<file path="src/hw/rtl/yuv2rgb_pkg.sv">
// Shared types and constants for the 4:2:0 YCbCr to RGB scan converter.
// No dependencies.
package yuv2rgb_pkg;

    localparam int APB_ADDR_W = 4;
    localparam int APB_DATA_W = 32;

    localparam int DIM_W     = 14;   // holds a 13-bit size register or a limit up to 8192
    localparam int SIZE_W    = 13;
    localparam int SLOT_W    = 7;
    localparam int BYTES_W   = 27;
    localparam int PIX_W     = 24;
    localparam int CHROMA_W  = 22;
    localparam int DEST_W    = 33;

    localparam logic [SIZE_W-1:0]  WIDTH_RST  = 13'd1920;
    localparam logic [SIZE_W-1:0]  HEIGHT_RST = 13'd1080;
    localparam logic [SLOT_W-1:0]  SLOT_RST   = 7'd0;
    localparam logic [BYTES_W-1:0] BYTES_RST  = 27'd8388608;

    // Fixed-point coefficients over 256.
    localparam logic signed [19:0] COEF_R_CR = 20'sd359;
    localparam logic signed [19:0] COEF_G_CB = 20'sd88;
    localparam logic signed [19:0] COEF_G_CR = 20'sd183;
    localparam logic signed [19:0] COEF_B_CB = 20'sd454;
    localparam logic signed [9:0]  CHROMA_OFS = 10'sd128;
    localparam logic signed [12:0] CHAN_MAX   = 13'sd255;

    typedef enum logic [1:0] {
        REG_FRAME_WIDTH  = 2'd0,
        REG_FRAME_HEIGHT = 2'd1,
        REG_FRAME_SLOT   = 2'd2,
        REG_FRAME_BYTES  = 2'd3
    } cfg_reg_t;

endpackage

</file>
<file path="src/hw/rtl/yuv420_planar_to_rgb_scan.sv">
// Top level: 4:2:0 YCbCr to RGB converter with raster counters and address generation.
// Depends on yuv2rgb_pkg.
//
//   channel   signals                                   dir   beat
//   in        in_valid/in_ready, luma cb cr             in    one pixel
//   out       out_valid/out_ready, red green blue,      out   one converted pixel
//             luma_index chroma_index dest_offset,
//             end_of_line end_of_frame
//   cfg       psel penable pwrite paddr pwdata prdata   in    APB register access
//
// One pixel per clock sustained while out_ready is high; the outputs are registered in the result register.
// A pixel is converted and its indices formed in the cycle it is accepted.
// in_ready drops only while a result is held and out_ready is low.
// rst_n clears the counters, the result valid and loads the register defaults.
module yuv420_planar_to_rgb_scan #(
    parameter int MAX_DIMENSION = 4096
) (
    input  logic                                 clk,
    input  logic                                 rst_n,

    input  logic                                 in_valid,
    output logic                                 in_ready,
    input  logic [7:0]                           luma,
    input  logic [7:0]                           cb,
    input  logic [7:0]                           cr,

    output logic                                 out_valid,
    input  logic                                 out_ready,
    output logic [7:0]                           red,
    output logic [7:0]                           green,
    output logic [7:0]                           blue,
    output logic [yuv2rgb_pkg::PIX_W-1:0]        luma_index,
    output logic [yuv2rgb_pkg::CHROMA_W-1:0]     chroma_index,
    output logic [yuv2rgb_pkg::DEST_W-1:0]       dest_offset,
    output logic                                 end_of_line,
    output logic                                 end_of_frame,

    input  logic                                 psel,
    input  logic                                 penable,
    input  logic                                 pwrite,
    input  logic [yuv2rgb_pkg::APB_ADDR_W-1:0]   paddr,
    input  logic [yuv2rgb_pkg::APB_DATA_W-1:0]   pwdata,
    output logic [yuv2rgb_pkg::APB_DATA_W-1:0]   prdata,
    output logic                                 pready
);
    import yuv2rgb_pkg::*;

    localparam int CNT_W = (MAX_DIMENSION > 2) ? $clog2(MAX_DIMENSION) : 1;

    function automatic logic [7:0] clamp8(input logic signed [12:0] v);
        logic [7:0] r;
        if (v < 13'sd0)
            r = 8'd0;
        else if (v > CHAN_MAX)
            r = 8'd255;
        else
            r = v[7:0];
        return r;
    endfunction

    function automatic logic [DIM_W-1:0] clamp_dim(input logic [SIZE_W-1:0] v);
        logic [DIM_W-1:0] r;
        if (v == '0)
            r = DIM_W'(1);
        else if (DIM_W'(v) > DIM_W'(MAX_DIMENSION))
            r = DIM_W'(MAX_DIMENSION);
        else
            r = DIM_W'(v);
        return r;
    endfunction

    // configuration
    logic [SIZE_W-1:0]  frame_width_reg;
    logic [SIZE_W-1:0]  frame_height_reg;
    logic [SLOT_W-1:0]  frame_slot_reg;
    logic [BYTES_W-1:0] frame_bytes_reg;
    logic               cfg_wr;
    cfg_reg_t           cfg_sel;

    // scan counters
    logic [CNT_W-1:0] column_count_reg, column_count_next;
    logic [CNT_W-1:0] row_count_reg, row_count_next;
    logic [PIX_W-1:0] pixel_count_reg, pixel_count_next;

    // result stage
    logic                out_valid_reg;
    logic [7:0]          red_reg, green_reg, blue_reg;
    logic [PIX_W-1:0]    luma_index_reg;
    logic [CHROMA_W-1:0] chroma_index_reg;
    logic [DEST_W-1:0]   dest_offset_reg;
    logic                eol_reg, eof_reg;

    logic in_fire;

    // datapath
    logic signed [9:0]  u_s, v_s;
    logic signed [19:0] u_w, v_w;
    logic signed [19:0] r_prod, g_prod, b_prod;
    logic signed [12:0] y_s, dr, dg, db;
    logic [DIM_W-1:0]   w_eff, h_eff, w_last, h_last;
    logic               eol, eof;
    logic [31:0]        chroma_full;
    logic [34:0]        dest_full;

    assign pready  = 1'b1;
    assign cfg_sel = cfg_reg_t'(paddr[3:2]);
    assign cfg_wr  = psel && penable && pwrite && pready;

    always_comb
    begin
        case (cfg_sel)
            REG_FRAME_WIDTH:  prdata = APB_DATA_W'(frame_width_reg);
            REG_FRAME_HEIGHT: prdata = APB_DATA_W'(frame_height_reg);
            REG_FRAME_SLOT:   prdata = APB_DATA_W'(frame_slot_reg);
            REG_FRAME_BYTES:  prdata = APB_DATA_W'(frame_bytes_reg);
            default:          prdata = '0;
        endcase
    end

    always_ff @(posedge clk or negedge rst_n)
    begin
        if (!rst_n)
        begin
            frame_width_reg  <= WIDTH_RST;
            frame_height_reg <= HEIGHT_RST;
            frame_slot_reg   <= SLOT_RST;
            frame_bytes_reg  <= BYTES_RST;
        end
        else if (cfg_wr)
        begin
            case (cfg_sel)
                REG_FRAME_WIDTH:  frame_width_reg  <= pwdata[SIZE_W-1:0];
                REG_FRAME_HEIGHT: frame_height_reg <= pwdata[SIZE_W-1:0];
                REG_FRAME_SLOT:   frame_slot_reg   <= pwdata[SLOT_W-1:0];
                REG_FRAME_BYTES:  frame_bytes_reg  <= pwdata[BYTES_W-1:0];
                default: ;
            endcase
        end
    end

    assign in_ready = !out_valid_reg || out_ready;
    assign in_fire  = in_valid && in_ready;

    // color conversion
    always_comb
    begin
        y_s    = $signed({5'b00000, luma});
        u_s    = $signed({2'b00, cb}) - CHROMA_OFS;
        v_s    = $signed({2'b00, cr}) - CHROMA_OFS;
        u_w    = {{10{u_s[9]}}, u_s};
        v_w    = {{10{v_s[9]}}, v_s};
        r_prod = v_w * COEF_R_CR;
        g_prod = u_w * COEF_G_CB + v_w * COEF_G_CR;
        b_prod = u_w * COEF_B_CB;
        dr     = {{1{r_prod[19]}}, r_prod[19:8]};
        dg     = {{1{g_prod[19]}}, g_prod[19:8]};
        db     = {{1{b_prod[19]}}, b_prod[19:8]};
    end

    // scan position
    always_comb
    begin
        w_eff  = clamp_dim(frame_width_reg);
        h_eff  = clamp_dim(frame_height_reg);
        w_last = w_eff - DIM_W'(1);
        h_last = h_eff - DIM_W'(1);
        eol    = DIM_W'(column_count_reg) >= w_last;
        eof    = eol && (DIM_W'(row_count_reg) >= h_last);

        chroma_full = 32'(row_count_reg >> 1) * 32'(w_eff >> 1)
                    + 32'(column_count_reg >> 1);
        dest_full   = 35'(frame_slot_reg) * 35'(frame_bytes_reg)
                    + {9'd0, pixel_count_reg, 2'b00};

        column_count_next = column_count_reg;
        row_count_next    = row_count_reg;
        pixel_count_next  = pixel_count_reg;
        if (eof)
        begin
            column_count_next = '0;
            row_count_next    = '0;
            pixel_count_next  = '0;
        end
        else
        begin
            if (eol)
            begin
                column_count_next = '0;
                row_count_next    = row_count_reg + CNT_W'(1);
            end
            else
                column_count_next = column_count_reg + CNT_W'(1);
            pixel_count_next = pixel_count_reg + PIX_W'(1);
        end
    end

    always_ff @(posedge clk or negedge rst_n)
    begin
        if (!rst_n)
        begin
            column_count_reg <= '0;
            row_count_reg    <= '0;
            pixel_count_reg  <= '0;
            out_valid_reg    <= 1'b0;
        end
        else
        begin
            if (in_fire)
            begin
                column_count_reg <= column_count_next;
                row_count_reg    <= row_count_next;
                pixel_count_reg  <= pixel_count_next;
            end
            if (in_fire)
                out_valid_reg <= 1'b1;
            else if (out_ready)
                out_valid_reg <= 1'b0;
        end
    end

    always_ff @(posedge clk)
    begin
        if (in_fire)
        begin
            red_reg          <= clamp8(y_s + dr);
            green_reg        <= clamp8(y_s - dg);
            blue_reg         <= clamp8(y_s + db);
            luma_index_reg   <= pixel_count_reg;
            chroma_index_reg <= chroma_full[CHROMA_W-1:0];
            dest_offset_reg  <= dest_full[DEST_W-1:0];
            eol_reg          <= eol;
            eof_reg          <= eof;
        end
    end

    assign out_valid    = out_valid_reg;
    assign red          = red_reg;
    assign green        = green_reg;
    assign blue         = blue_reg;
    assign luma_index   = luma_index_reg;
    assign chroma_index = chroma_index_reg;
    assign dest_offset  = dest_offset_reg;
    assign end_of_line  = eol_reg;
    assign end_of_frame = eof_reg;

endmodule
</file>
<file path="config.mk">
export PLATFORM = sky130hd
export DESIGN_NAME = yuv420_planar_to_rgb_scan
export DESIGN_NICKNAME = d
export VERILOG_FILES = /design/src/hw/rtl/yuv2rgb_pkg.sv /design/src/hw/rtl/yuv420_planar_to_rgb_scan.sv
export SDC_FILE = /design/constraint.sdc
export NUM_CORES = 1
export LEC_CHECK = 0
export ABC_AREA = 1
export BUFFER_PORTS_ARGS = -buffer_cell sky130_fd_sc_hd__buf_2
export CAP_MARGIN = 30
export CORE_MARGIN = 2
export CORE_UTILIZATION = 65
export CTS_BUF_LIST = sky130_fd_sc_hd__clkbuf_8
export CTS_CLUSTER_SIZE = 14
export DETAILED_ROUTE_END_ITERATION = 6
export PLACE_DENSITY_LB_ADDON = 0.25
export SYNTH_ARGS = -nofsm -noshare
export SYNTH_HDL_FRONTEND = slang
export SYNTH_SLANG_ARGS = --single-unit
</file>
<file path="constraint.sdc">
create_clock -name clk -period 17.31 [get_ports clk]
set_clock_uncertainty 0.05 [all_clocks]
set_input_delay 0.8655 -clock clk [delete_from_list [all_inputs] [get_ports clk]]
set_output_delay 0.8655 -clock clk [all_outputs]
set_load 0.05 [all_outputs]
</file>
==> results of run 1 <==
where the power goes:
part	internal [mW]	switching [mW]	leakage (nW)	total, mW
Sequential	0.796	0.136	2.38	0.932
Clock	0.256	0.239	0.449	0.495
Combinational	1.62	2.94	13.8	4.56
Total	2.67	3.31	16.6	5.99
cell families after synthesis:
logic type / synth area share [%]
AND/OR/NAND/NOR: 17.5
buffers and inverters: 12.1
adder cells (fa/ha/maj): 37.0
AO/OA/AOI/OAI: 6.78
flip-flops: 21.4
XOR/XNOR: 5.18
other: 0.0273
cells in the mapped netlist (9+ instances only):
master      n  area share, %
inv_1     761             10
dfrtp_1   100            9.1
xor2_1    110            3.5
o21bai_1   16           0.44
nand4_1    24           0.55
buf_2       9           0.16
nor2_1    195            2.7
clkbuf_1   67           0.91
nand2_1   777             11
edfxtp_1  105             11
o21ai_0   111            2.0
fa_1      318             23
a21o_1     15           0.41
nand3_1   129            2.3
ha_1      305             14
dfstp_2     9           0.86
a31oi_1    13           0.30
clkbuf_2   10           0.18
xnor2_1    53            1.7
a21oi_1   137            2.5
nor3_1     34           0.62
worst paths after layout:
path,start,to,slack [ps]
worst max-delay path,cr[7],green[7]$_SDFFCE_PN0P_,10000
worst min-delay path,rst_n,frame_slot_reg[1]$_DFFE_PN0P_,280
worst max register to register,frame_width_reg[4]$_DFFE_PN0P_,chroma_index[20]$_DFFE_PP_,10840
worst min register to register,pixel_count_reg[22]$_DFFE_PN0P_,luma_index[22]$_DFFE_PP_,400
max in group asynchronous,rst_n,frame_bytes_reg[17]$_DFFE_PN0P_,15730
min in group clk,pixel_count_reg[22]$_DFFE_PN0P_,luma_index[22]$_DFFE_PP_,400
per-stage QoR:
stage / power (mW) / cell area [um^2] / std cells
after global routing: 6.62 / 29700 / 4118
after floorplan: 4.39 / 27500 / 3398
after detailed placement: 5.41 / 28800 / 4040
final: 5.99 / 29700 / 4119
after global placement: 5.27 / 28800 / 4039
after CTS: 5.94 / 29600 / 4116
layer usage:
metal | vias up | GRT usage [%] | share of wire [%]
met4 | 4 | 10.3 | 3.0
li1 | 10700 | - | -
met2 | 882 | 51.6 | 47
met1 | 10900 | 41.9 | 42
met5 | - | 0 | 0.042
met3 | 137 | 6.55 | 8.1
critical path: cells and delay by family:
| kind | cells | cell delay, ps |
|---|---|---|
| adder cells (fa/ha/maj) | 7 | 3170 |
| AND/OR/NAND/NOR | 9 | 1110 |
| buffers and inverters | 7 | 1010 |
| AO/OA/AOI/OAI | 6 | 1010 |
| XOR/XNOR | 2 | 400 |
final cells by class:
type                            instances  area [um^2]  share of cell area, %
Multi-Input combinational cell       2314        18300                   61.7
Sequential cell                       214         5890                   19.8
Inverter                              772         2900                   9.76
Timing Repair Buffer                  203         1100                   3.72
Tap cell                              539          674                   2.27
Clock buffer                           48          661                   2.22
Clock inverter                         28          143                  0.480
Antenna cell                            1         2.50                0.00842
==> run_results.csv, run 1 <==
group,metric,value,unit
outcome,status,"complete, no violations",
routing,via_per_inst,5.50,
floorplan,io_pins,207,
routing,post_drt_wl_per_cell,16.2,um
place,dpl_worst_slack,9510,ps
synth,synthCells,3394,
routing,firstDrtPassIters,6,
sta,min_period,7310,ps
setup_path,cpMostUsedCell,"inv_1",
final_layout,layout_commonest_cell,"nand2_1",
routing,vias,22600,
floorplan,core_region_area,41900,um^2
synth,yosysSeqAreaShare,21.4,%
routing,postRouteWirelength,66.6,mm
clocking,cts_made_buffers,41,
final_layout,fin_nets,4236,
synth,synth-edff-count,105,
final_layout,drive_gt1_share,8.33,%
sta,worst_slew_pin_slew,937,ps
grt,grt_max_degree,68,
pwr,p_leak,16.6,nW
sta,rsz0062_at_grt,"no",
pwr,p_per_area,201,nW/um^2
routing,drc,0,
sta,slew_violations,0,
final_layout,final_cell_mix,"nand2_1, inv_1, fa_1, ha_1, nor2_1",
floorplan,initial_core_util,65.8,%
sta,fin_crit_sh,42.2,%
setup_path,cp.required,17580,ps
setup_path,worstRegToRegCells,25,
clocking,cts_buffer_depth,3,
grt,grt_use_total,31.4,%
clocking,cts.repair.resized,0,
final_layout,syn2layout_area_growth,7.88,%
synth,syn_avg_cell_area,8.11,um^2
grt,grt_pass1_vias,22900,
sta,finalSetupTns,0,ps
clocking,htree_levels,2,
setup_path,worstSetupPathType,"primary input to flop",
hold_path,hold_path_class,"primary input to asynchronous set/reset pin",
clocking,holdBufCountCts,0,
sta,setup-violations-final,0,
place,dpl.hpwl,54.2,mm
sta,holdWs,275,ps
synth,syn-cell-area,27500,um^2
floorplan,rows,75,
grt,grt_first_pass_wirelength,111,mm
setup_path,worstPathArrival,7580,ps
synth,async_flop_share,50.9,%
sta,fin_ws,10000,ps
clocking,cts_tree,"built",
final_layout,fill_cells,3448,
synth,synth_flop_cell,"edfxtp_1",
setup_path,slowest_stage,"fa_1",
routing,postRouteAntennaNets,0,
clocking,clk_pin_slew,60,ps
floorplan,die_w,210,um
setup_path,slowest_delay,530,ps
place,port_buffers,193,
setup_path,crit_path_end_kind,"flop",
routing,drtIter0Drc,1584,
floorplan,die_h,210,um
sta,slew_headroom,37.3,%
setup_path,cp_max_fo,14,
clocking,clock-sinks,214,
synth,ys_warn_count,0,
final_layout,largest_reg_flops,33,
sta,hold_violations,0,
place,gp_congestion,0.962,
run,max_cap_viol_count,0,
grt,antenna_found_initial,2,
floorplan,die-area,44000,um^2
clocking,cts_setup_buffers,0,
clocking,insertion_delay,620,ps
sta,max_freq,137,MHz
grt,grt.overflow.total,0,
setup_path,startpoint_type,"primary input",
final_layout,finalCoreUtilization,71.0,%
pwr,ir_worst_vdd,0.165,mV
synth,ys_types,55,
clocking,clockRootBuffer,"clkbuf_8",
synth,synth-seq-cells,214,
(Power assumes the default switching activity.)
==> run 2, diff against run 1 <==
--- a/config.mk
+++ b/config.mk
@@ -9,7 +9,7 @@
 export BUFFER_PORTS_ARGS = -buffer_cell sky130_fd_sc_hd__buf_2
 export CAP_MARGIN = 30
 export CORE_MARGIN = 2
-export CORE_UTILIZATION = 65
+export CORE_UTILIZATION = 58
 export CTS_BUF_LIST = sky130_fd_sc_hd__clkbuf_8
 export CTS_CLUSTER_SIZE = 14
 export DETAILED_ROUTE_END_ITERATION = 6
==> constraint.sdc (replaced) <==
create_clock -name clk -period 6.2 [get_ports clk]
set_clock_uncertainty 0.05 [all_clocks]
set_input_delay 0.31 -clock clk [delete_from_list [all_inputs] [get_ports clk]]
set_output_delay 0.31 -clock clk [all_outputs]
set_load 0.05 [all_outputs]
==> run 2 against run 1 <==
Total power rose to 2.8 times the previous value. Clock power rose to 3.0 times the previous value. First-iteration DRC count rose by 6.8%. Critical path type is now flop to flop. Largest cell class unchanged.
==> run_results.csv, run 2 (same netlist as run 1, synthesis figures left out) <==
group,metric,value,unit
outcome,status,"complete, no violations",
place,gp_congestion,0.944,
clocking,cts_made_buffers,39,
floorplan,io_pins,207,
place,port_buffers,193,
routing,drtIter0Drc,1691,
routing,postRouteAntennaNets,0,
pwr,p_seq_share,15.3,%
pwr,power_frac_comb,75.9,%
clocking,clk_pin_slew,60,ps
final_layout,fin_cells,4250,
floorplan,core_region_area,46800,um^2
final_layout,layout_commonest_cell,"nand2_1",
pwr,switching_share,54.3,%
pwr,switchingPower,9.08,mW
final_layout,regArea,5890,um^2
sta,rsz0062_at_grt,"yes",
grt,grtUsageMet2,44.7,%
sta,min_period,5870,ps
final_layout,final_cell_mix,"nand2_1, inv_1, fa_1, ha_1, nor2_1",
pwr,clkPwrFrac,8.8,%
floorplan,initial_core_util,58.9,%
clocking,htree_levels,2,
sta,fin_crit_sh,94.6,%
pwr,p_per_area,551,nW/um^2
routing,vias,22300,
routing,via_per_inst,5.25,
grt,grtUsageMet3,3.95,%
floorplan,die-area,49200,um^2
final_layout,finalCoreUtilization,64.9,%
sta,setup-violations-final,0,
place,dpl.hpwl,52.7,mm
pwr,p_leak,16.9,nW
pwr,ir_worst_vdd,0.527,mV
routing,firstDrtPassIters,5,
floorplan,die_h,222,um
setup_path,startpoint_type,"flop",
sta,slew_violations,0,
final_layout,multi_input_area,18300,um^2
sta,hold_violations,0,
final_layout,fin_nets,4301,
sta,fin_ws,332,ps
grt,grt.overflow.total,0,
setup_path,worstSetupPathType,"flop to flop",
setup_path,cp.required,6470,ps
final_layout,final_area,30400,um^2
grt,grt_use_total,27.5,%
place,dp_cells,4149,
grt,grt_first_pass_wirelength,109,mm
clocking,cts_buffer_depth,3,
grt,grt_max_degree,69,
routing,drc,0,
setup_path,crit_path_end_kind,"flop",
routing,post_drt_wl_per_cell,15.4,um
setup_path,cp_max_fo,11,
sta,max_freq,170,MHz
clocking,insertion_delay,640,ps
sta,slew_headroom,32.9,%
clocking,clockRootBuffer,"clkbuf_8",
floorplan,die_w,222,um
grt,grt_pass1_vias,22100,
clocking,cts_setup_buffers,0,
setup_path,worstPathArrival,6140,ps
place,dpl_cell_area,29200,um^2
sta,holdWs,42.4,ps
hold_path,hold_path_class,"primary input to flop",
pwr,p_int,7.64,mW
final_layout,fill_cells,4032,
pwr,p_total,16.7,mW
final_layout,syn2layout_area_growth,10.3,%
clocking,clock-sinks,214,
clocking,cts_tree,"built",
grt,met1_usage,38.6,%
run,max_cap_viol_count,0,
routing,postRouteWirelength,65.3,mm
place,dpl_worst_slack,-130,ps
final_layout,drive_gt1_share,9.20,%
final_layout,largest_reg_flops,33,
sta,worst_slew_pin_slew,1000,ps
sta,finalSetupTns,0,ps
grt,antenna_found_initial,1,
floorplan,rows,79,
grt,busiest_layer,"met2",
-- run 2: cell count changes in the layout (fill, tap and decap cells not counted), moves of 2 or more --
| cell | delta |
|---|---|
| clkbuf_8 | -4 |
| clkinv_1 | -2 |
| dlygate4sd3_1 | +27 |
| inv_1 | +5 |
| clkinv_2 | -8 |
| bufinv_16 | +3 |
| buf_16 | -2 |
| nand2_2 | +2 |
| nand2_1 | -2 |
| clkinvlp_4 | -2 |
| buf_4 | +42 |
| inv_2 | +3 |
-- run 2: final timing paths --
check / startpoint / endpoint / slack, ps / cells after the start
setup / recovery: frame_width_reg[7]$_DFFE_PN1P_ / chroma_index[20]$_DFFE_PP_ / 330 / 25
hold / removal: pwdata[3] / frame_height_reg[3]$_DFFE_PN1P_ / 40 / 3
setup reg to reg: frame_width_reg[7]$_DFFE_PN1P_ / chroma_index[20]$_DFFE_PP_ / 330 / 25
hold reg to reg: pixel_count_reg[22]$_DFFE_PN0P_ / luma_index[22]$_DFFE_PP_ / 400 / 0
max in group asynchronous: rst_n / frame_bytes_reg[23]$_DFFE_PN1P_ / 4880 / 4
min in group asynchronous: rst_n / column_count_reg[1]$_DFFE_PN0P_ / 170 / 2
-- run 2: routing by layer --
metal | wire (um) | part of all wire, %
met3 | 4340 | 6.7
met2 | 30200 | 46
met1 | 29100 | 45
met4 | 1710 | 2.6
met5 | 0 | 0
-- run 2: power by group through the flow --
stage	logic (mW)	clock network (mW)	registers (mW)
final	12.7	1.47	2.55
after global routing	14.4	1.56	2.60
after CTS	12.6	1.51	2.55
after detailed placement	12.5	0	2.57
after global placement	12.3	0	2.56
after floorplan	9.11	0	3.16
-- run 2: timing repair --
action	4_1_cts	5_1_grt
endpoints found under the hold margin	76	0
endpoints found under the setup margin	0	13
resized for setup	0	9
hold buffers	27	0
-- run 2: critical path, cell delays in order (launching register included) --
cell	delay, ps
dfstp_2	590
nor2_1	50
nand2_1	50
nor2_1	40
nand2_1	80
nand2_2	160
nand2_1	200
clkinv_1	170
nand2_1	110
fa_1	450
fa_1	540
inv_1	60
fa_1	530
inv_1	60
fa_1	530
inv_1	50
fa_1	410
ha_1	350
a21oi_1	180
o21a_1	140
nand3_1	130
nand3_1	90
nand2_1	90
a21boi_2	180
o21ai_0	110
xor2_1	150
-- run 2: cell type report --
type,instances,share of cell area (%)
Tap cell,607,2.50
Sequential cell,214,19.4
Multi-Input combinational cell,2314,60.4
Antenna cell,1,0.00824
Clock inverter,28,0.729
Inverter,772,9.55
Timing Repair Buffer,270,5.38
Clock buffer,44,1.99
==> run 3, diff against run 2 <==
--- a/config.mk
+++ b/config.mk
@@ -9,7 +9,7 @@
 export BUFFER_PORTS_ARGS = -buffer_cell sky130_fd_sc_hd__buf_2
 export CAP_MARGIN = 30
 export CORE_MARGIN = 2
-export CORE_UTILIZATION = 58
+export CORE_UTILIZATION = 65
 export CTS_BUF_LIST = sky130_fd_sc_hd__clkbuf_8
 export CTS_CLUSTER_SIZE = 14
 export DETAILED_ROUTE_END_ITERATION = 6
==> constraint.sdc (replaced) <==
create_clock -name clk -period 7.6 [get_ports clk]
set_clock_uncertainty 0.05 [all_clocks]
set_input_delay 0.38 -clock clk [delete_from_list [all_inputs] [get_ports clk]]
set_output_delay 0.38 -clock clk [all_outputs]
set_load 0.05 [all_outputs]
==> run 3 against run 2 <==
Setup slack improved by 780 ps. Utilization increased by 6.6 points. Register-to-register slack improved by 780 ps. Routed wire length grew 4.8%. Combinational power decreased by 18%. Critical endpoint unchanged. Sequential share of layout area increased by 0.28 points. Non-clock buffer count fell by 48. Global-route usage up 4.7 points. Critical path depth unchanged. Fmax down 9.6%.
==> run_results.csv, run 3 (same netlist as run 1, synthesis figures left out) <==
group,metric,value,unit
outcome,status,"complete, no violations",
setup_path,worstSetupPathType,"flop to flop",
grt,met1_usage,43.2,%
setup_path,worstPathArrival,6790,ps
place,gp_congestion,0.942,
clocking,cts_buffer_depth,3,
floorplan,initial_core_util,65.8,%
sta,slew_violations,0,
setup_path,critical_path.endpoint,"chroma_index[20]$_DFFE_PP_",
clocking,cts_setup_buffers,0,
grt,grt_max_degree,68,
routing,drtIter0Drc,1663,
final_layout,regArea,5890,um^2
routing,drc,0,
sta,slew_headroom,30.5,%
place,dpl_worst_slack,738,ps
routing,firstDrtPassIters,6,
sta,min_period,6490,ps
pwr,switching_share,55.3,%
grt,busiest_layer,"met2",
routing,postRouteAntennaNets,0,
setup_path,crit_path_end_kind,"flop",
sta,max_freq,154,MHz
final_layout,fin_nets,4255,
sta,setup-violations-final,0,
sta,finalSetupTns,0,ps
final_layout,fin_cells,4137,
place,port_buffers,193,
pwr,clkPwrFrac,8.6,%
clocking,clk_pin_slew,60,ps
grt,grt_first_pass_wirelength,113,mm
grt,grtUsageMet2,52.6,%
floorplan,io_pins,207,
setup_path,r2r_end,"chroma_index[20]$_DFFE_PP_",
setup_path,worstRegToRegCells,25,
floorplan,die_h,210,um
setup_path,worstSetupStartpoint,"frame_width_reg[11]$_DFFE_PN0P_",
pwr,switchingPower,7.59,mW
place,dpl.hpwl,54.9,mm
setup_path,rrSetupSlack,1110,ps
pwr,p_total,13.7,mW
hold_path,hold_path_class,"primary input to flop",
sta,worst_slew_pin_slew,1040,ps
sta,fin_crit_sh,85.4,%
floorplan,die-area,44000,um^2
final_layout,syn2layout_area_growth,8.69,%
grt,grt_use_total,32.2,%
final_layout,final_cell_mix,"inv_1, nand2_1, fa_1, ha_1, nor2_1",
sta,fin_ws,1110,ps
grt,grt.overflow.total,0,
setup_path,startpoint_type,"flop",
final_layout,fill_cells,3289,
floorplan,rows,75,
floorplan,die_w,210,um
clocking,clock-sinks,214,
clocking,clockRootBuffer,"clkbuf_8",
final_layout,multi_input_area,18300,um^2
routing,vias,22900,
pwr,p_int,6.14,mW
final_layout,layout_commonest_cell,"inv_1",
floorplan,core_region_area,41900,um^2
run,max_cap_viol_count,0,
pwr,p_per_area,459,nW/um^2
setup_path,cp.required,7900,ps
routing,postRouteWirelength,68.4,mm
final_layout,largest_reg_flops,33,
place,dp_cells,4039,
pwr,ir_worst_vdd,0.421,mV
grt,antenna_found_initial,4,
grt,grtUsageMet3,6.55,%
clocking,insertion_delay,640,ps
setup_path,reg2reg_from,"frame_width_reg[11]$_DFFE_PN0P_",
sta,hold_violations,0,
clocking,cts_made_buffers,41,
pwr,p_seq_share,15.4,%
pwr,p_leak,16.7,nW
clocking,cts_tree,"built",
sta,rsz0062_at_grt,"no",
routing,post_drt_wl_per_cell,16.5,um
grt,grt_pass1_vias,23300,
pwr,power_frac_comb,76.0,%
clocking,htree_levels,2,
setup_path,cp_max_fo,11,
final_layout,drive_gt1_share,8.01,%
routing,via_per_inst,5.53,
run 3: cell types whose count changed in the layout (fill, tap and decap cells not counted), sizes merged:
cell / change
buf: -39
dlygate4sd3: -9
inv: +2
bufinv: -1
clkbuf: +1
diode: +1
run 3: final cells by class:
| cell class | count | share of cell area [%] |
|---|---|---|
| multi-input combinational | 2314 | 61.2 |
| clock buffer | 45 | 2.07 |
| tap | 539 | 2.25 |
| timing repair buffer | 222 | 4.38 |
| clock inverter | 29 | 0.652 |
| inverter | 772 | 9.69 |
| sequential | 214 | 19.7 |
| antenna | 2 | 0.0167 |
run 3: timing repair:
item                      in CTS  in global routing
resized for setup              0                  0
hold buffers                  18                  0
hold endpoints to repair      70                  0
run 3: critical path: stages (launching register included):
cell	delay (ps)
dfrtp_1	450
nor2_1	130
nand2_1	60
nor2_1	80
nand2_1	60
nand2_1	240
nand2_1	290
inv_1	260
nand2_1	110
fa_1	560
inv_1	60
fa_1	540
inv_1	60
fa_1	520
fa_1	550
inv_1	60
fa_1	470
ha_1	380
a21oi_1	170
o21a_1	130
nand3_1	160
nand3_1	110
nand2_1	90
a21boi_0	300
o21ai_0	160
xor2_1	160
run 3: worst min path at each step:
| stage | startpoint | end | slack, ps | cells after the start |
|---|---|---|---|---|
| 2_1_floorplan | rst_n | column_count_reg[0]$_DFFE_PN0P_ | 30 | 0 |
| 3_3_place_gp | pixel_count_reg[22]$_DFFE_PN0P_ | luma_index[22]$_DFFE_PP_ | 390 | 0 |
| 3_5_place_dp | pixel_count_reg[22]$_DFFE_PN0P_ | luma_index[22]$_DFFE_PP_ | 390 | 0 |
| 4_1_cts | out_ready | out_valid$_DFFE_PN0P_ | 2 | 4 |
| 5_1_grt | out_ready | out_valid$_DFFE_PN0P_ | 30 | 4 |
| 6_report | out_ready | out_valid$_DFFE_PN0P_ | 20 | 4 |
run 3: metrics by stage:
step                      hold slack (ps)  area (um^2)  utilization (%)
after floorplan                      34.4        27500                -
after global placement                385        28800             68.9
after detailed placement              387        28800             68.9
after CTS                            2.19        29800             71.2
after global routing                 30.2        29900             71.5
final                                22.9        29900             71.5
run 3: layer usage:
metal	routed length (um)	part of all wire, %
met3	5800	8.5
met5	26	0.038
met1	28800	42
met4	2110	3.1
met2	31700	46
run 3: power groups by stage:
| stage | Combinational (mW) | Sequential (mW) | Clock (mW) |
|---|---|---|---|
| after global routing | 11.8 | 2.14 | 1.24 |
| after floorplan | 7.43 | 2.58 | 0 |
| final | 10.4 | 2.11 | 1.18 |
| after CTS | 10.3 | 2.13 | 1.20 |
| after detailed placement | 10.2 | 2.15 | 0 |
| after global placement | 9.96 | 2.14 | 0 |
